===== config.mk =====
export PLATFORM = sky130hd
export DESIGN_NAME = division_magic_number_finder_flat
export DESIGN_NICKNAME = d
export VERILOG_FILES = /design/src/design/dmnf_pkg.sv /design/src/design/dmnf_in_if.sv /design/src/design/dmnf_out_if.sv /design/src/design/division_magic_number_finder.sv /design/src/design/dmnf_div.sv /design/src/flat_wrapper.sv
export VERILOG_INCLUDE_DIRS = /design/src /design/src/design
export SDC_FILE = /design/constraint.sdc
export NUM_CORES = 1
export LEC_CHECK = 0
export ABC_CLOCK_PERIOD_IN_PS = 23000
export BUFFER_PORTS_ARGS = -buffer_cell sky130_fd_sc_hd__buf_4
export CAP_MARGIN = 40
export CORE_MARGIN = 2
export CORE_UTILIZATION = 35
export CTS_CLUSTER_SIZE = 14
export DETAILED_ROUTE_END_ITERATION = 7
export PLACE_DENSITY = 0.62
export SLEW_MARGIN = 20
export SYNTH_ARGS = -nofsm -noshare
export SYNTH_HDL_FRONTEND = slang
export SYNTH_HIERARCHICAL = 1
export SYNTH_SLANG_ARGS = --single-unit

===== constraint.sdc =====
create_clock -name i_clk -period 23 [get_ports i_clk]
set_clock_uncertainty 0.1 [all_clocks]
set_input_delay 2.3 -clock i_clk [delete_from_list [all_inputs] [get_ports i_clk]]
set_output_delay 2.3 -clock i_clk [all_outputs]
set_load 0.02 [all_outputs]

===== src/design/division_magic_number_finder_macros.svh =====
// ----------------------------------------------------------------------------
// Assertion macros for the magic number finder
// Implication helpers with clock and active-low reset passed in.
// ----------------------------------------------------------------------------
`ifndef DIVISION_MAGIC_NUMBER_FINDER_MACROS_SVH
`define DIVISION_MAGIC_NUMBER_FINDER_MACROS_SVH

// same-cycle implication
`define DMNF_ASSERT_IMP(lbl, clk, rst_n, ante, cons) \
    lbl: assert property (@(posedge clk) disable iff (!rst_n) (ante) |-> (cons)) \
        else $error("assertion failed: same-cycle implication");

// next-cycle implication
`define DMNF_ASSERT_NXT(lbl, clk, rst_n, ante, cons) \
    lbl: assert property (@(posedge clk) disable iff (!rst_n) (ante) |=> (cons)) \
        else $error("assertion failed: next-cycle implication");

`endif


===== src/design/dmnf_pkg.sv =====
// ----------------------------------------------------------------------------
// dmnf_pkg
// Shared constants and types of the magic number finder.
// ----------------------------------------------------------------------------
package dmnf_pkg;

    localparam int DIVIDEND_BITS_DEF = 16;
    localparam int MAGIC_W           = 34;
    localparam int SHIFT_W           = 6;

    typedef struct packed {
        logic busy;
        logic done;
    } t_div_sts;

endpackage


===== src/design/dmnf_in_if.sv =====
// ----------------------------------------------------------------------------
// dmnf_in_if
// Request channel: dividend bound and divisor.
// ----------------------------------------------------------------------------
interface dmnf_in_if #(
    parameter int W = dmnf_pkg::DIVIDEND_BITS_DEF
) ();
    logic         valid;
    logic         ready;
    logic [W-1:0] max_dividend;
    logic [W-1:0] divisor;

    modport source (output valid, max_dividend, divisor, input ready);
    modport sink   (input valid, max_dividend, divisor, output ready);
endinterface


===== src/design/dmnf_out_if.sv =====
// ----------------------------------------------------------------------------
// dmnf_out_if
// Result channel: multiplier, shift and found flag.
// ----------------------------------------------------------------------------
interface dmnf_out_if ();
    logic                         valid;
    logic                         ready;
    logic [dmnf_pkg::MAGIC_W-1:0] magic;
    logic [dmnf_pkg::SHIFT_W-1:0] shift;
    logic                         valid_res;

    modport source (output valid, magic, shift, valid_res, input ready);
    modport sink   (input valid, magic, shift, valid_res, output ready);
endinterface


===== src/design/division_magic_number_finder.sv =====
// Steps: a first divide of P = 2 * DIVIDEND_BITS + 2 divider steps, then shift trials of one
// multiply and one compare each (1 to 2 * nbits + 2 trials), a second divide on a pass, output.
// Throughput: one request at a time; ready only when the sequencer is idle.
// Set by the shared one-bit-per-cycle divider and one multiply plus compare per trial.
// A zero divisor answers without the divider; a divisor above bound + 1 skips the search.
// Synchronous active-low reset clears sequencer and output valid; no clearing pass.
// ----------------------------------------------------------------------------
// division_magic_number_finder
// Finds multiplier and shift for unsigned division by a constant.
// ----------------------------------------------------------------------------
`include "division_magic_number_finder_macros.svh"

module division_magic_number_finder #(
    parameter int DIVIDEND_BITS = dmnf_pkg::DIVIDEND_BITS_DEF
) (
    input  logic        i_clk,
    input  logic        i_rst_n,
    dmnf_in_if.sink     i_req,
    dmnf_out_if.source  o_res
);
    import dmnf_pkg::*;

    localparam int W    = DIVIDEND_BITS;
    localparam int PW   = 2 * W + 2;
    localparam int NB_W = $clog2(W + 1);

    localparam logic [2:0] S_IDLE = 3'd0;
    localparam logic [2:0] S_DIV1 = 3'd1;
    localparam logic [2:0] S_MUL  = 3'd2;
    localparam logic [2:0] S_CMP  = 3'd3;
    localparam logic [2:0] S_DIV2 = 3'd4;
    localparam logic [2:0] S_OUT  = 3'd5;

    logic [2:0]         r_state, n_state;
    logic [W-1:0]       r_vmax, n_vmax;
    logic [W-1:0]       r_d, n_d;
    logic [W-1:0]       r_nc, n_nc;
    logic [W-1:0]       r_r, n_r;
    logic [SHIFT_W-1:0] r_s, n_s;
    logic [SHIFT_W-1:0] r_max_s, n_max_s;
    logic [PW-1:0]      r_p, n_p;
    logic [2*W-1:0]     r_prod, n_prod;
    logic [MAGIC_W-1:0] r_pm, n_pm;
    logic [SHIFT_W-1:0] r_ps, n_ps;
    logic               r_pv, n_pv;
    logic [MAGIC_W-1:0] r_magic, n_magic;
    logic [SHIFT_W-1:0] r_shift, n_shift;
    logic               r_valid_res, n_valid_res;
    logic               r_out_valid, n_out_valid;

    logic               w_accept;
    logic               w_load;
    logic [W-1:0]       w_max_dividend;
    logic [W-1:0]       w_divisor;
    logic [W:0]         w_vp1;
    logic [NB_W-1:0]    w_nbits;
    logic [W-1:0]       w_gap;
    logic [W:0]         w_r2;
    logic [W:0]         w_r2_sub;
    logic [W-1:0]       w_r_next;
    logic               w_pass;

    logic               w_div_start;
    logic [PW-1:0]      w_div_num;
    logic [W-1:0]       w_div_den;
    t_div_sts           w_div_sts;
    logic [PW-1:0]      w_div_quo;
    logic [W-1:0]       w_div_rem;

    assign i_req.ready    = (r_state == S_IDLE);
    assign w_accept       = i_req.valid && i_req.ready;
    assign w_max_dividend = W'(i_req.max_dividend);
    assign w_divisor      = W'(i_req.divisor);
    assign w_vp1          = {1'b0, w_max_dividend} + (W + 1)'(1);

    always_comb begin
        w_nbits = '0;
        for (int i = 0; i < W; i++) begin
            if (r_vmax[i]) begin
                w_nbits = NB_W'(i + 1);
            end
        end
    end

    // trial terms: gap = d - 1 - ((2^s - 1) mod d), next residue (2r + 1) mod d
    assign w_gap    = r_d - W'(1) - r_r;
    assign w_r2     = {r_r, 1'b1};
    assign w_r2_sub = w_r2 - {1'b0, r_d};
    assign w_r_next = (w_r2 >= {1'b0, r_d}) ? w_r2_sub[W-1:0] : w_r2[W-1:0];
    assign w_pass   = r_p > PW'(r_prod);

    assign w_load   = (r_state == S_OUT) && (!r_out_valid || o_res.ready);

    always_comb begin
        n_state     = r_state;
        n_vmax      = r_vmax;
        n_d         = r_d;
        n_nc        = r_nc;
        n_r         = r_r;
        n_s         = r_s;
        n_max_s     = r_max_s;
        n_p         = r_p;
        n_prod      = r_prod;
        n_pm        = r_pm;
        n_ps        = r_ps;
        n_pv        = r_pv;
        n_magic     = r_magic;
        n_shift     = r_shift;
        n_valid_res = r_valid_res;
        w_div_start = 1'b0;
        w_div_num   = PW'(w_vp1);
        w_div_den   = (r_state == S_IDLE) ? w_divisor : r_d;

        unique case (r_state)
            S_IDLE: begin
                if (w_accept) begin
                    n_vmax = w_max_dividend;
                    n_d    = w_divisor;
                    if (w_divisor == '0) begin
                        n_pm    = '0;
                        n_ps    = '0;
                        n_pv    = 1'b0;
                        n_state = S_OUT;
                    end else begin
                        w_div_start = 1'b1;
                        n_state     = S_DIV1;
                    end
                end
            end
            S_DIV1: begin
                if (w_div_sts.done) begin
                    n_s     = '0;
                    n_p     = PW'(1);
                    n_r     = '0;
                    n_max_s = SHIFT_W'({w_nbits, 1'b1});
                    if (w_div_rem > r_vmax) begin
                        // divisor above bound + 1: first trial passes with m = 1
                        n_pm    = MAGIC_W'(1);
                        n_ps    = '0;
                        n_pv    = 1'b1;
                        n_state = S_OUT;
                    end else begin
                        n_nc    = r_vmax - w_div_rem;
                        n_state = S_MUL;
                    end
                end
            end
            S_MUL: begin
                n_prod  = r_nc * w_gap;
                n_state = S_CMP;
            end
            S_CMP: begin
                if (w_pass) begin
                    w_div_start = 1'b1;
                    w_div_num   = r_p + PW'(w_gap);
                    n_ps        = r_s;
                    n_state     = S_DIV2;
                end else if (r_s == r_max_s) begin
                    n_pm    = '0;
                    n_ps    = '0;
                    n_pv    = 1'b0;
                    n_state = S_OUT;
                end else begin
                    n_s     = r_s + SHIFT_W'(1);
                    n_p     = {r_p[PW-2:0], 1'b0};
                    n_r     = w_r_next;
                    n_state = S_MUL;
                end
            end
            S_DIV2: begin
                if (w_div_sts.done) begin
                    n_pm    = MAGIC_W'(w_div_quo);
                    n_pv    = 1'b1;
                    n_state = S_OUT;
                end
            end
            S_OUT: begin
                if (w_load) begin
                    n_magic     = r_pm;
                    n_shift     = r_ps;
                    n_valid_res = r_pv;
                    n_state     = S_IDLE;
                end
            end
            default: begin
                n_state = S_IDLE;
            end
        endcase
    end

    assign n_out_valid = (r_out_valid && !o_res.ready) || w_load;

    always_ff @(posedge i_clk) begin
        if (!i_rst_n) begin
            r_state     <= S_IDLE;
            r_out_valid <= 1'b0;
        end else begin
            r_state     <= n_state;
            r_out_valid <= n_out_valid;
        end
    end

    always_ff @(posedge i_clk) begin
        r_vmax      <= n_vmax;
        r_d         <= n_d;
        r_nc        <= n_nc;
        r_r         <= n_r;
        r_s         <= n_s;
        r_max_s     <= n_max_s;
        r_p         <= n_p;
        r_prod      <= n_prod;
        r_pm        <= n_pm;
        r_ps        <= n_ps;
        r_pv        <= n_pv;
        r_magic     <= n_magic;
        r_shift     <= n_shift;
        r_valid_res <= n_valid_res;
    end

    dmnf_div #(
        .NUM_W (PW),
        .DEN_W (W)
    ) u_div (
        .i_clk   (i_clk),
        .i_rst_n (i_rst_n),
        .i_start (w_div_start),
        .i_num   (w_div_num),
        .i_den   (w_div_den),
        .o_sts   (w_div_sts),
        .o_quo   (w_div_quo),
        .o_rem   (w_div_rem)
    );

    assign o_res.valid     = r_out_valid;
    assign o_res.magic     = r_magic;
    assign o_res.shift     = r_shift;
    assign o_res.valid_res = r_valid_res;

    `DMNF_ASSERT_IMP(a_div_in_div_state, i_clk, i_rst_n, w_div_sts.busy, (r_state == S_DIV1 || r_state == S_DIV2))
    `DMNF_ASSERT_NXT(a_div_starts, i_clk, i_rst_n, w_div_start, w_div_sts.busy)
    `DMNF_ASSERT_IMP(a_residue_below_d, i_clk, i_rst_n, (r_state == S_MUL || r_state == S_CMP), (r_r < r_d))
    `DMNF_ASSERT_IMP(a_p_onehot, i_clk, i_rst_n, (r_state == S_MUL || r_state == S_CMP), $onehot(r_p))
    `DMNF_ASSERT_IMP(a_shift_bound, i_clk, i_rst_n, (r_state == S_CMP), (r_s <= r_max_s))

endmodule


===== src/design/dmnf_div.sv =====
// ----------------------------------------------------------------------------
// dmnf_div
// Restoring radix-2 divider, one quotient bit per cycle.
// ----------------------------------------------------------------------------
module dmnf_div #(
    parameter int NUM_W = 34,
    parameter int DEN_W = 16
) (
    input  logic                 i_clk,
    input  logic                 i_rst_n,
    input  logic                 i_start,
    input  logic [NUM_W-1:0]     i_num,
    input  logic [DEN_W-1:0]     i_den,
    output dmnf_pkg::t_div_sts   o_sts,
    output logic [NUM_W-1:0]     o_quo,
    output logic [DEN_W-1:0]     o_rem
);
    import dmnf_pkg::*;

    localparam int CNT_W = $clog2(NUM_W + 1);

    logic             r_busy, n_busy;
    logic             r_done, n_done;
    logic [CNT_W-1:0] r_cnt, n_cnt;
    logic [NUM_W-1:0] r_num, n_num;
    logic [DEN_W-1:0] r_rem, n_rem;
    logic [DEN_W-1:0] r_den, n_den;

    logic [DEN_W:0]   w_t;
    logic [DEN_W:0]   w_diff;
    logic             w_ge;

    assign w_t    = {r_rem, r_num[NUM_W-1]};
    assign w_diff = w_t - {1'b0, r_den};
    assign w_ge   = w_t >= {1'b0, r_den};

    always_comb begin
        n_busy = r_busy;
        n_done = 1'b0;
        n_cnt  = r_cnt;
        n_num  = r_num;
        n_rem  = r_rem;
        n_den  = r_den;
        if (i_start) begin
            n_busy = 1'b1;
            n_cnt  = CNT_W'(NUM_W);
            n_num  = i_num;
            n_rem  = '0;
            n_den  = i_den;
        end else if (r_busy) begin
            n_num = {r_num[NUM_W-2:0], w_ge};
            n_rem = w_ge ? w_diff[DEN_W-1:0] : w_t[DEN_W-1:0];
            n_cnt = r_cnt - CNT_W'(1);
            if (r_cnt == CNT_W'(1)) begin
                n_busy = 1'b0;
                n_done = 1'b1;
            end
        end
    end

    always_ff @(posedge i_clk) begin
        if (!i_rst_n) begin
            r_busy <= 1'b0;
            r_done <= 1'b0;
            r_cnt  <= '0;
        end else begin
            r_busy <= n_busy;
            r_done <= n_done;
            r_cnt  <= n_cnt;
        end
    end

    always_ff @(posedge i_clk) begin
        r_num <= n_num;
        r_rem <= n_rem;
        r_den <= n_den;
    end

    assign o_sts = '{busy: r_busy, done: r_done};
    assign o_quo = r_num;
    assign o_rem = r_rem;

endmodule


===== src/flat_wrapper.sv =====
// flat-port wrapper written by rule: the top's interface ports become plain ports
module division_magic_number_finder_flat import dmnf_pkg::*;
#(
    parameter int DIVIDEND_BITS = dmnf_pkg::DIVIDEND_BITS_DEF
)
  (i_clk, i_rst_n, i_req_valid, i_req_max_dividend, i_req_divisor, i_req_ready, o_res_valid, o_res_magic, o_res_shift, o_res_valid_res, o_res_ready);
  dmnf_in_if #(.W((dmnf_pkg::DIVIDEND_BITS_DEF))) i_req_i ();
  dmnf_out_if o_res_i ();
  input  logic i_clk;
  input  logic i_rst_n;
  input wire logic [$bits(i_req_i.valid)-1:0] i_req_valid;
  input wire logic [$bits(i_req_i.max_dividend)-1:0] i_req_max_dividend;
  input wire logic [$bits(i_req_i.divisor)-1:0] i_req_divisor;
  output wire logic [$bits(i_req_i.ready)-1:0] i_req_ready;
  output wire logic [$bits(o_res_i.valid)-1:0] o_res_valid;
  output wire logic [$bits(o_res_i.magic)-1:0] o_res_magic;
  output wire logic [$bits(o_res_i.shift)-1:0] o_res_shift;
  output wire logic [$bits(o_res_i.valid_res)-1:0] o_res_valid_res;
  input wire logic [$bits(o_res_i.ready)-1:0] o_res_ready;
  assign i_req_i.valid = i_req_valid;
  assign i_req_i.max_dividend = i_req_max_dividend;
  assign i_req_i.divisor = i_req_divisor;
  assign i_req_ready = i_req_i.ready;
  assign o_res_valid = o_res_i.valid;
  assign o_res_magic = o_res_i.magic;
  assign o_res_shift = o_res_i.shift;
  assign o_res_valid_res = o_res_i.valid_res;
  assign o_res_i.ready = o_res_ready;
  division_magic_number_finder #(.DIVIDEND_BITS(DIVIDEND_BITS)) u_core (.i_clk(i_clk), .i_rst_n(i_rst_n), .i_req(i_req_i), .o_res(o_res_i));
endmodule

# Word-level counts from Yosys, hierarchy flattened
# Index checks and enable logic that the tools add are counted.
# op_classes
add_sub_neg,9
n_mul,1
n_div,0
magnitude_cmp,4
n_eq_ne,17
n_shift,0
mux,76
n_bitwise,3
reduce_logical,23
# ops
cell,n
2-to-1 mux 34 bit,14
one-hot mux 34 bit (4 select lines),1
2-to-1 mux 16 bit,6
one-hot mux 34 bit (2 select lines),1
2-to-1 mux 6 bit,11
subtractor 16 bit,4
2-to-1 mux 3 bit,12
adder 34 x 16 -> 34 bit,1
>= comparator 17 x 16 -> 1 bit,2
> comparator 34 x 32 -> 1 bit,1
multiplier 16 x 16 -> 32 bit,1
2-to-1 mux 4 bit,8
one-hot mux 16 bit (2 select lines),1
one-hot mux 3 bit (6 select lines),1
one-hot mux 6 bit (3 select lines),1
adder 16 x 1 -> 17 bit (second input constant),1
> comparator 16 bit,1
zero test 16 bit,1
subtractor 16 x 1 -> 16 bit (second input constant),1
2-to-1 mux 1 bit,15
inequality test 2 bit (second input constant),6
one-hot mux 6 bit (2 select lines),1
AND reduction 4 bit,2
AND reduction 8 bit,1
other kinds (25),39
# word_totals
reg_bits,301
latch_bits,0
ramBits,0
romBits,0
in_bits,36
out_inout_bits,43
elab_cells,156
mem_count,0

# Longest topological paths before layout
# Gate-level depths: netlist of run 1.
# depth
word_depth,15
ltp_mapped,35
mapped_depth_nobuf,34

# By module
# Netlist of run 1, hierarchy kept.
# modules_own_cells
module,instances,cells_each,area_each_um2,seq_area_each_um2
division_magic_number_finder,1,2126,21187.8,6776.5
dmnf_div,1,355,3985.1,1981.9

# Worst setup path before layout of run 1
# OpenSTA, ideal clock, no wires.
# synth_path
path_type,register -> register
startpoint,reg u_core.r_r[1]
endpoint,reg u_core.r_prod[29] (data pin)
setup_ns,0.274
t_arrival_ns,7.692
required_ns,22.626
path_slack_ns,14.933
path_stages_with_launch,31
path_buffers,1
synth_period_minus_slack_ns,8.067
cell_sequence,edfxtp_1 -> inv_1 -> ha_1 -> a21o_1 -> a21o_1 -> a2111oi_4 -> o31ai_1 -> o41ai_4 -> o2111a_1 -> o21bai_1 -> xnor2_2 -> buf_6 -> and2_1 -> fa_1 -> fa_1 -> fa_1 -> fa_1 -> fa_1 -> inv_1 -> fa_1 -> inv_1 -> ha_1 -> a211oi_1 -> nand2_1 -> o21ai_0 -> o211ai_1 -> a31oi_1 -> o21a_1 -> o41ai_1 -> a211oi_1 -> nor3_1
# synth_between
elab_chain_len,2
# synth_rtl
item,line_no,rtl
from (decl),division_magic_number_finder.sv:38,"logic [W-1:0] r_r, n_r;"
from (signal assigned),division_magic_number_finder.sv:207,r_r <= n_r;
subtractor 16 bit,division_magic_number_finder.sv:86,assign w_gap = r_d - W'(1) - r_r;
multiplier 16 x 16 -> 32 bit,division_magic_number_finder.sv:149,n_prod = r_nc * w_gap;
to (signal assigned),division_magic_number_finder.sv:211,r_prod <= n_prod;
to (decl),division_magic_number_finder.sv:42,"logic [2*W-1:0] r_prod, n_prod;"
# No other way between the ends.
# A chain may end at the register's enable or synchronous reset.

# Worst setup path in the final report of run 1
# Ends and elaborated chain as after synthesis.

==> metrics list, run 1 <==
- Unrepaired setup endpoints after global routing: no
* Tmin final: 9027 ps
* Worst-case hold path end point: u_core/o_res.magic[7]$_DFFE_PP_
- P_int: 0.002283 W
* PD cells: 144.4 nW/um^2
- Clock tree buffer depth: 3
* Die width: 272.1 um
* Total count of hold-check failures in the final report: 0
- Layout cell share with drive strength beyond 1: 8.936%
* Number of gates resized after cts: 0
- Post-DR vias/cell: 5.004
* # DRC: 0
- First DRT Iteration DRCs: 1000
- Slew at the pin with the worst max-slew slack: 829.4 ps
* CTS HTree Levels: 2
- Clk_lat worst skew: 540 ps
- DP HPWL: 44.94 mm
* Via count of the first global-routing pass: 17.30k
* Number of routed nets with antenna violations: 0
* Filler cell count: 7025
- The critical path is of the flop to flop type.
- Timing analysis after detailed placement gives a worst setup slack of 14060 ps.
* Number of buffers inserted during clock tree synthesis: 35
- Number of endpoints failing setup at the final stage: 0
- Clock root buffer: sky130_fd_sc_hd__clkbuf_16
- Reg2Reg Depth: 29
- Switching component of the power: 0.001781 W
- Via count: 17.63k
- In this run the vertical extent of the chip is 272.1 um.
- Count of input and output buffers: 78
- Ports placed on the boundary: 79
- Relative to the synthesized area, the layout overhead comes to 11.85%.
* Arrival time of data at the critical path endpoint: 9170 ps
* Clock transition at the register clock pins on the worst setup and hold paths after CTS: 60 ps
- Syn Std Cell Area: 25170 um^2
- Total Power: 0.004065 W
- The initial utilization of the core area, before any placement, comes to 35.26%.
* Detail-routed net length per standard cell: 16.28 um
- The initial antenna violation count is 1.
- Die Outline Area: 74060 um^2
* Maxcap violations: 0
- In this design, the stage delay of the slowest critical-path cell is 640 ps.
* Weighted congestion at the end of routability-driven global placement: 0.8623
- Relative contribution of combinational cells to total power: 65.6%
- STA classifies the critical path startpoint as a flop.
- Worst Slack Setup Final: 13970 ps
- DRT Pass-1 Iters: 5
* Relative slew slack: 43.98%
- All-Layer GR Usage: 15.59%
- Critical register-to-register path startpoint: u_core/r_r[1]$_SDFFCE_PN0P_
- Std-Cell Rows: 98
- Total number of clock tree sinks: 301
* Setup slack, reg-to-reg: 13970 ps
- For this design the static power due to leakage is 12.26 nW.
- The share of total power dissipated in sequential elements is 19.4%.
- Final clock period utilization by the worst path: 39.25%
* Proportion of total power due to net switching: 43.82%
* Critical Path Sink Type: flop
- Summed over all layers, the routed wires come to 57.38 mm.
- The number of hold buffers added after CTS was 0.
- TritonCTS built the clock tree.
- Max Clk Rate: 0.1108 GHz
* Setup total negative slack: 0 ps
- The first global-routing pass estimated 92.95 mm of wire.
* Nets: 3003
- Number of instances in the synthesized netlist: 2480
* Synth Net Count: 2933
- 0 antenna diodes ended up in the layout.
- The path class of the tightest hold or removal check is flop to flop.
- After floorplanning, the core was sized to cover 71360 um^2.
- Maximum number of pins on one net before global-route repair: 51
- Dividing the synthesized area by the synthesized cell count gives 10.15 um^2.
- In this run the post-CTS setup repair buffer count came out at 0.
- The worst hold path begins at u_core/r_pm[7]$_DFFE_PP_.
- The flow ran to the end, and the final reports show no timing, DRC or antenna violations.
- The clock network is responsible for 14.9% of the overall power.
- Maximum VDD drop: 0.0002437 V
- Most numerous cell on the critical path: sky130_fd_sc_hd__fa_1
- Biggest fanout along the worst timing path: 17
* Reg-to-reg critical path endpoint: u_core/r_prod[29]$_DFFE_PP_
- Number of warnings issued by yosys: 6
- The largest individual stage delay along the critical path comes from the cell sky130_fd_sc_hd__xnor2_2.
- Final slew viol count: 0
- Counting instances, the worst hold path has a depth of 0.
* GRT Residual Overflow: 0
- At the worst endpoint, the required time is 23150 ps.
[flip-flops by register name, summed over array words and instances, names as in the netlist, 32 cells and up]
name	cells
u_core/u_div/o_quo	34
u_core/r_pm	34
u_core/r_p	34
u_core/o_res.magic	34
u_core/r_prod	32
[how the worst max path moves through the flow]
stage,from,endpoint,slack (ps),cells past startpoint
4_1_cts,u_core/r_r[1]$_SDFFCE_PN0P_,u_core/r_prod[29]$_DFFE_PP_,13980,29
3_3_place_gp,u_core/r_d[0]$_DFFE_PP_,u_core/r_prod[29]$_DFFE_PP_,14040,30
3_5_place_dp,u_core/r_r[1]$_SDFFCE_PN0P_,u_core/r_prod[29]$_DFFE_PP_,14060,29
2_1_floorplan,u_core/r_r[1]$_SDFFCE_PN0P_,u_core/r_prod[29]$_DFFE_PP_,14930,30
5_1_grt,u_core/r_r[1]$_SDFFCE_PN0P_,u_core/r_prod[29]$_DFFE_PP_,13430,29
6_report,u_core/r_r[1]$_SDFFCE_PN0P_,u_core/r_prod[29]$_DFFE_PP_,13970,29
[per-stage QoR]
stage | area [um^2] | cells | hold WS, ps | utilization, %
after floorplan | 25170 | 2480 | 300.3 | -
final | 28150 | 3524 | 315.3 | 39.44
after detailed placement | 26910 | 3463 | 304.5 | 37.70
after global placement | 26860 | 3460 | 301.2 | 37.64
after CTS | 28150 | 3524 | 317.1 | 39.44
after global routing | 28150 | 3524 | 316.3 | 39.44
[area by class of cell]
| cell class | count | area (um^2) | share of cell area (%) |
|---|---|---|---|
| Inverter | 363 | 1363 | 4.841 |
| Clock buffer | 39 | 890.9 | 3.165 |
| Tap cell | 950 | 1189 | 4.223 |
| Multi-Input combinational cell | 1743 | 14780 | 52.52 |
| Clock inverter | 22 | 351.6 | 1.249 |
| Timing Repair Buffer | 106 | 812.0 | 2.885 |
| Sequential cell | 301 | 8758 | 31.12 |
[power by group through the flow]
stage	logic, W	clock network, W	registers [W]
floorplan	0.00212	0	0.000790
global placement	0.00266	0	0.000800
detailed placement	0.00267	0	0.000800
CTS	0.00269	0.000625	0.000789
global route	0.00306	0.000646	0.000792
finish	0.00267	0.000607	0.000789
[metal layers]
layer	GRT usage [%]	share of wire, %	vias to the layer above
li1	-	-	8496
met5	0	0	-
met4	5.147	3.0	0
met3	2.116	4.3	93
met2	25.81	47	365
met1	21.07	46	8679
[layout by cell type, fill, tap and decap left out, drive strengths merged, types with 38 or more instances in the layout]
cell type,count
fa,199
o21ai,90
nor2,129
a21o,40
and2,181
nand2,247
nor3,55
clkbuf,39
edfxtp,273
xnor2,81
buf,106
ha,218
xor2,46
mux2,38
a21oi,99
inv,366
[critical path: cells and delay by family (launching register included)]
family	cells	cell delay, ps
AND/OR/NAND/NOR	3	400
flip-flops	1	440
XOR/XNOR	1	640
adder cells (fa/ha/maj)	8	3650
buffers and inverters	3	240
AO/OA/AOI/OAI	14	3250
Note: power is estimated with default switching activity, not from simulation.
==> inputs of run 2 (changes only) <==
Settings changed: ABC_CLOCK_PERIOD_IN_PS 23000 to 7900, PLACE_DENSITY 0.62 to 0.64.
Clock period 23 ns to 7.9 ns, I/O delays scaled along.
==> metrics list, run 2 (synthesized netlist as in run 1, its figures left out) <==
* Relative slew slack: 43.28% (-0.71 points)
- Class of the most critical setup path: flop to flop
- GRT met2 Usage: 26.53% (+0.72 points)
* # DRC: 0 (unchanged)
* Static power due to leakage: 12.63 nW (+3.0%)
- Most numerous cell on the critical path: sky130_fd_sc_hd__fa_1
- The maximum clock frequency was 0.1282 GHz (+16%).
- The fraction of met3 tracks used by global routing is 2.133% (+0.018 points).
- Ports placed on the boundary: 79 (unchanged)
* Detail-routed net length per standard cell: 16.06 um (-1.4%)
- The path class of the tightest hold or removal check is flop to flop.
* Layout overhead on the synthesized area: 15.70%
- The clock-pin slew of the registers on the worst-case setup and hold paths is 50 ps (about the same).
- Filler cell count: 6860 (-2.3%)
- The TritonCTS buffer count came to 35 (unchanged).
- GRT Residual Overflow: 0 (unchanged)
- The global routing usage on met1 was 20.53% (-0.54 points).
- The maximum number of pins on one net before global-route repair came to 46 (-9.8%).
* Maximum VDD drop: 0.0008271 V (+240%)
- The global routing stage identified its most utilized layer as met2.
- The number of pins exceeding their max-slew limit in the final report is 0 (unchanged).
- The floorplan die area is 74060 um^2 (unchanged).
- The cell count after placement came to 3507 (+1.3%).
- Arrival time of data at the critical path endpoint: 8070 ps (-1100 ps)
- Instance area at placement: 27350 um^2 (+1.7%)
- Layout cell share with drive strength beyond 1: 14.17% (+5.2 points)
- Initial antenna violation count: 0 (-1)
- The total wirelength of the detailed-routed design was 57.66 mm (+0.48%).
- The count of placed standard cells in the final layout, fillers left out came to 3590 (+1.9%).
- The final instance area is 29120 um^2 (+3.4%).
- In the layout the commonest cells are sky130_fd_sc_hd__inv_1, sky130_fd_sc_hd__edfxtp_1, sky130_fd_sc_hd__nand2_1, sky130_fd_sc_hd__ha_1, sky130_fd_sc_hd__fa_1.
* Final clock period utilization by the worst path: 98.72% (+59 points)
- The library cell used most frequently in the layout, excluding fill and tap cells, is sky130_fd_sc_hd__inv_1.
* Number of endpoints failing setup at the final stage: 0 (unchanged)
* Total count of hold-check failures in the final report: 0 (unchanged)
* Maxcap violations: 0 (unchanged)
- CTS HTree Levels: 2 (unchanged)
- The worst setup path is captured at a flop.
* Post-DR vias/cell: 4.968 (-0.71%)
- Die span in y: 272.1 um (unchanged)
* Biggest fanout along the worst timing path: 5 (-12)
- Cell type of the slowest stage on the worst timing path: sky130_fd_sc_hd__fa_2
* Bufs and invs on worst path: 5 (+2)
* Std-Cell Rows: 98 (unchanged)
- The CTS sink count was 301 (unchanged).
* Slew at the pin with the worst max-slew slack: 839.9 ps (+10.48 ps)
- Core outline area: 71360 um^2 (unchanged)
- Worst hold slack after final layout: 316.5 ps (+1.208 ps)
* DP HPWL: 45.04 mm (+0.23%)
- The initial core utilization is 35.26% (unchanged).
- The number of nets in the finished design was 3071 (+2.3%).
- First DRT Iteration DRCs: 1083 (+8.3%)
- Via count: 17.84k (+1.2%)
- Wire length of the first global-routing pass: 92.87 mm (about the same)
- The global-route total usage across every layer came to 15.51% (-0.077 points).
- Clock root buffer: sky130_fd_sc_hd__clkbuf_16
- The remaining antenna violation count was 0 (unchanged).
* Via count of the first global-routing pass: 17.50k (+1.1%)
* Count of input and output buffers: 78 (unchanged)
- The worst setup path is launched from a flop.
- Weighted congestion at the end of routability-driven global placement: 0.8705 (+0.95%)
* Tmin final: 7799 ps (-1229 ps)
- Clk_lat worst skew: 550 ps (about the same)
- Setup repair after global routing could not meet its margin everywhere.
* DRT Pass-1 Iters: 5 (unchanged)
- The flow ran to the end, and the final reports show no timing, DRC or antenna violations.
- The die width was 272.1 um (unchanged).
* Top cell family by delay on the critical path: adder cells
- Crit-path max cell delay: 530 ps (-110 ps)
- PD cells: 489.7 nW/um^2 (+240%)
* CTS tree: built
- The buffer depth of the longest clock path was 3 (unchanged).
- The data required time of the critical path came to 8170 ps (-14980 ps).
- The number of hold-repair buffers added at the cts stage came to 0 (unchanged).
run 2: cell count changes in the layout (fill, tap and decap cells not counted), moves of 5 or more:
| cell | previous run | this run |
|---|---|---|
| sky130_fd_sc_hd__a21oi_1 | 96 | 85 |
| sky130_fd_sc_hd__a21oi_2 | 2 | 13 |
| sky130_fd_sc_hd__and2_1 | 181 | 174 |
| sky130_fd_sc_hd__and2_4 | 0 | 7 |
| sky130_fd_sc_hd__buf_12 | 1 | 6 |
| sky130_fd_sc_hd__buf_4 | 104 | 160 |
| sky130_fd_sc_hd__bufinv_16 | 9 | 4 |
| sky130_fd_sc_hd__fa_1 | 199 | 189 |
| sky130_fd_sc_hd__fa_2 | 0 | 10 |
| sky130_fd_sc_hd__ha_1 | 218 | 203 |
| sky130_fd_sc_hd__ha_4 | 0 | 13 |
| sky130_fd_sc_hd__inv_1 | 362 | 350 |
| sky130_fd_sc_hd__inv_2 | 0 | 12 |
| sky130_fd_sc_hd__o21ai_0 | 83 | 75 |
run 2: worst register-to-register path: cells and delay by family, from the launching register on:
kind,cells,cell delay [ps]
AOI/OAI and AO/OA,12,2320
adders and majority gates,8,3470
and+or+nand+nor,5,620
xor gates and xnor gates,1,210
buffers and inverters,5,470
DFF,1,430
run 2: stage by stage:
stage	worst slack, ps	power [W]	TNS, ps	util, %
5_1_grt	-235.8	0.01567	-761.0	40.80
4_1_cts	-6.088	0.01279	-10.93	39.96
6_report	101.3	0.01426	0	40.80
3_5_place_dp	-132.8	0.01107	-569.9	38.32
2_1_floorplan	14.85	0.008745	0	-
3_3_place_gp	-64.56	0.01100	-74.14	38.23
run 2: layout make-up:
class	count	area, um^2	share of cell area [%]
clock inverters	20	219.0	0.7520
inverters	363	1363	4.680
well taps	950	1189	4.082
repair buffers	174	1456	5.002
clock buffers	38	908.4	3.120
flip-flops and latches	301	8758	30.08
multi-input cells	1743	15220	52.28
diodes	1	2.502	0.008594
run 2: power by group:
group | leakage [nW] | total (W) | switching (W) | internal (W)
clock network | 0.544 | 0.00160 | 0.000644 | 0.000960
registers | 2.94 | 0.00230 | 0.0000680 | 0.00223
logic | 9.14 | 0.0104 | 0.00537 | 0.00498
total | 12.6 | 0.0143 | 0.00609 | 0.00817
run 2: per-layer routing:
metal / up-vias / wire, um
met3: 83 / 2830
met4: 0 / 1385
met1: 8692 / 25450
met5: - / 0
met2: 418 / 27990
li1: 8643 / -
run 2: worst paths after layout:
check,start,to,slack [ps],depth (start not counted)
min reg2reg,u_core/r_pm[12]$_DFFE_PP_,u_core/o_res.magic[12]$_DFFE_PP_,320,0
min,u_core/r_pm[12]$_DFFE_PP_,u_core/o_res.magic[12]$_DFFE_PP_,320,0
max reg2reg,u_core/r_d[1]$_DFFE_PP_,u_core/r_prod[31]$_DFFE_PP_,100,31
max,u_core/r_d[1]$_DFFE_PP_,u_core/r_prod[31]$_DFFE_PP_,100,31
run 2: timing repair:
action | CTS | global route
pin swaps | 8 | 90
endpoints found under the setup margin | 5 | 12
resized for setup | 4 | 96
buffers inserted | 2 | 23
==> inputs of run 3 (changes only) <==
Settings changed: CTS_CLUSTER_DIAMETER from default to 120, PLACE_DENSITY 0.64 to default, PLACE_DENSITY_LB_ADDON from default to 0.05, SLEW_MARGIN 20 to 25.
==> metrics list, run 3 (synthesized netlist as in run 1, its figures left out) <==
- The flow ran to the end, and the final reports show no timing, DRC or antenna violations.
* Reg-to-reg critical path endpoint: u_core/r_prod[31]$_DFFE_PP_
* Cell type of the slowest stage on the worst timing path: sky130_fd_sc_hd__fa_1
- Nets: 3077 (+0.20%)
- The most critical setup path has its startpoint at u_core/r_d[1]$_DFFE_PP_.
* Commonest cells after routing, fill and taps aside: sky130_fd_sc_hd__inv_1, sky130_fd_sc_hd__edfxtp_1, sky130_fd_sc_hd__nand2_1, sky130_fd_sc_hd__ha_1, sky130_fd_sc_hd__fa_1
- Maximum VDD drop: 0.0007674 V (-7.2%)
* Static power due to leakage: 12.50 nW (-1.0%)
- Number of endpoints failing setup at the final stage: 0 (unchanged)
* All-Layer GR Usage: 17.49% (+2.0 points)
- The routed wire length per instance is 18.05 um (+12%).
- Most numerous cell on the critical path: sky130_fd_sc_hd__fa_1
- Slew at the pin with the worst max-slew slack: 866.4 ps (+26.55 ps)
- The data arrival time of the critical path is 8050 ps (-20 ps).
- Crit-path max cell delay: 560 ps (+30 ps)
* Endpoint of the most critical setup path: u_core/r_prod[31]$_DFFE_PP_
- The worst slack on hold paths is 291.8 ps (-24.69 ps).
* Clock root buffer: sky130_fd_sc_hd__clkbuf_16
- Maxcap violations: 0 (unchanged)
- Number of hold buffers added after cts: 0 (unchanged)
- The fraction of met3 tracks used by global routing came to 1.922% (-0.21 points).
- Ports placed on the boundary: 79 (unchanged)
- Std-Cell Rows: 98 (unchanged)
* Number of routed nets with antenna violations: 0 (unchanged)
- The cell count of the worst reg-to-reg path came to 30 (-3.2%).
* PD cells: 490.4 nW/um^2 (+0.14%)
- Instance area at placement: 27530 um^2 (+0.64%)
- The power share of the clock group is 8.2% (-3.1 points).
- The maximum level of the CTS H-tree is 1 (-1).
- Total Wirelength: 64.71 mm (+12%)
* Final slew viol count: 0 (unchanged)
- The setup path with the least slack is of type flop to flop.
* DRT Pass-1 Iters: 4 (-1)
- The area inside the core boundary was 71360 um^2 (unchanged).
- Proportion of total power due to net switching: 43.37% (+0.68 points)
* Die Outline Area: 74060 um^2 (unchanged)
* Relative contribution of combinational cells to total power: 75.5% (+2.9 points)
- Total Power: 0.01407 W (-1.3%)
- Data required, critical path: 8090 ps (-80 ps)
- Critical register-to-register path startpoint: u_core/r_d[1]$_DFFE_PP_
- Setup slack, reg-to-reg: 50 ps (-50 ps)
- Startpoint of the worst hold path: u_core/r_pm[6]$_DFFE_PP_
* Instance count along the most critical hold path: 0 (unchanged)
- Total number of clock tree sinks: 301 (unchanged)
* Via count of the first global-routing pass: 18.26k (+4.3%)
- Most crowded layer after global routing: met2
- The global-route wire length before repair is 102.6 mm (+10%).
* Met1 global-route usage: 24.69% (+4.2 points)
- Die span in y: 272.1 um (unchanged)
- Clk_lat worst skew: 570 ps (+20 ps)
- Layout cell share with drive strength beyond 1: 12.98% (-1.2 points)
- The maximum clock frequency came to 0.1273 GHz (-0.69%).
- Biggest fanout along the worst timing path: 5 (unchanged)
- The total via count after detailed routing came to 17.89k (+0.31%).
* Clock tree buffer depth: 3 (unchanged)
* Weighted congestion at the end of routability-driven global placement: 0.8344 (-4.1%)
* Layout overhead on the synthesized area: 13.98%
* Worst setup SP type: flop
* Total count of hold-check failures in the final report: 0 (unchanged)
- Clock transition at the register clock pins on the worst setup and hold paths after CTS: 70 ps (+20 ps)
- Relative slew slack: 42.24% (-1.0 points)
- The post-route clock period utilization is 99.40% (+0.69 points).
* GRT Residual Overflow: 0 (unchanged)
* P_int: 0.007966 W (-2.5%)
- The switching power summed over all nets was 0.006100 W (+0.23%).
* DP HPWL: 51.79 mm (+15%)
- Count of input and output buffers: 78 (unchanged)
- Die width: 272.1 um (unchanged)
- The maximum number of pins on one net before global-route repair is 46 (unchanged).
* Sequential share of power: 16.3% (+0.2 points)
- Leaving out fill and tap cells, the most frequent cell in the layout is sky130_fd_sc_hd__inv_1.
* Critical Path Sink Type: flop
- The number of DRC markers after the initial detailed-route iteration came to 885 (-18%).
- Final cell area excluding filler cells: 28680 um^2 (-1.5%)
* Util after Layout: 40.19% (-0.61 points)
- The initial antenna violation count was 1 (+1).
- Tmin final: 7853 ps (+54.22 ps)
- Number of buffers inserted during clock tree synthesis: 25 (-29%)
* CTS tree: built
* Unrepaired setup endpoints after global routing: yes
* GRT met2 Usage: 29.26% (+2.7 points)
* Starting density of the core: 35.26% (unchanged)
- The final antenna diode count was 0 (-1).
- # DRC: 0 (unchanged)
* Path type of the worst min-delay path: flop to flop
* Post-DR vias/cell: 4.992 (+0.48%)
## run 3: worst max-delay path: cells and delay by family (launching register included)
kind | cells | cell delay, ps
adders and majority gates | 8 | 3680
DFF | 1 | 390
buffers and inverters | 6 | 650
AOI/OAI and AO/OA | 10 | 2070
and+or+nand+nor | 5 | 550
xor gates and xnor gates | 1 | 140
## run 3: through the flow
| stage | TNS, ps | instances | setup WS [ps] |
|---|---|---|---|
| 2_1_floorplan | 0 | 2480 | 14.85 |
| 5_1_grt | -1516 | 3584 | -301.6 |
| 6_report | 0 | 3584 | 47.03 |
| 3_5_place_dp | -1332 | 3529 | -287.0 |
| 4_1_cts | -8.268 | 3572 | -8.268 |
| 3_3_place_gp | -731.4 | 3527 | -182.9 |
## run 3: worst min-delay path by stage
| stage | to | slack [ps] |
|---|---|---|
| 2_1_floorplan | u_core/o_res.magic[0]$_DFFE_PP_ | 300 |
| 3_3_place_gp | u_core/o_res.magic[8]$_DFFE_PP_ | 300 |
| 6_report | u_core/o_res.magic[6]$_DFFE_PP_ | 290 |
| 5_1_grt | u_core/r_d[13]$_DFFE_PP_ | 290 |
| 3_5_place_dp | u_core/o_res.magic[11]$_DFFE_PP_ | 310 |
| 4_1_cts | u_core/r_d[7]$_DFFE_PP_ | 280 |
## run 3: power by group through the flow
stage          logic, W  clock network (W)  registers (W)
3_3_place_gp    0.00930                  0        0.00233
3_5_place_dp    0.00929                  0        0.00233
4_1_cts          0.0100            0.00121        0.00230
2_1_floorplan   0.00644                  0        0.00230
5_1_grt          0.0121            0.00126        0.00231
6_report         0.0106            0.00115        0.00230
## run 3: final cells by class
cell class                      instances  area (um^2)
Clock buffer                           35        663.1
Timing Repair Buffer                  190         1585
Tap cell                              950         1189
Fill cell                            7117        42680
Multi-Input combinational cell       1743        15110
Clock inverter                          2        17.52
Inverter                              363         1363
Sequential cell                       301         8758
## run 3: what timing repair did
action	CTS	global route
pin swaps	35	34
gates resized for setup	32	42
setup buffers	7	11
endpoints found under the setup margin	10	10
## run 3: layer usage
metal	wire length, um	vias up
met5	13	-
li1	-	8627
met2	30770	294
met4	978	2
met1	30600	8915
met3	2340	54
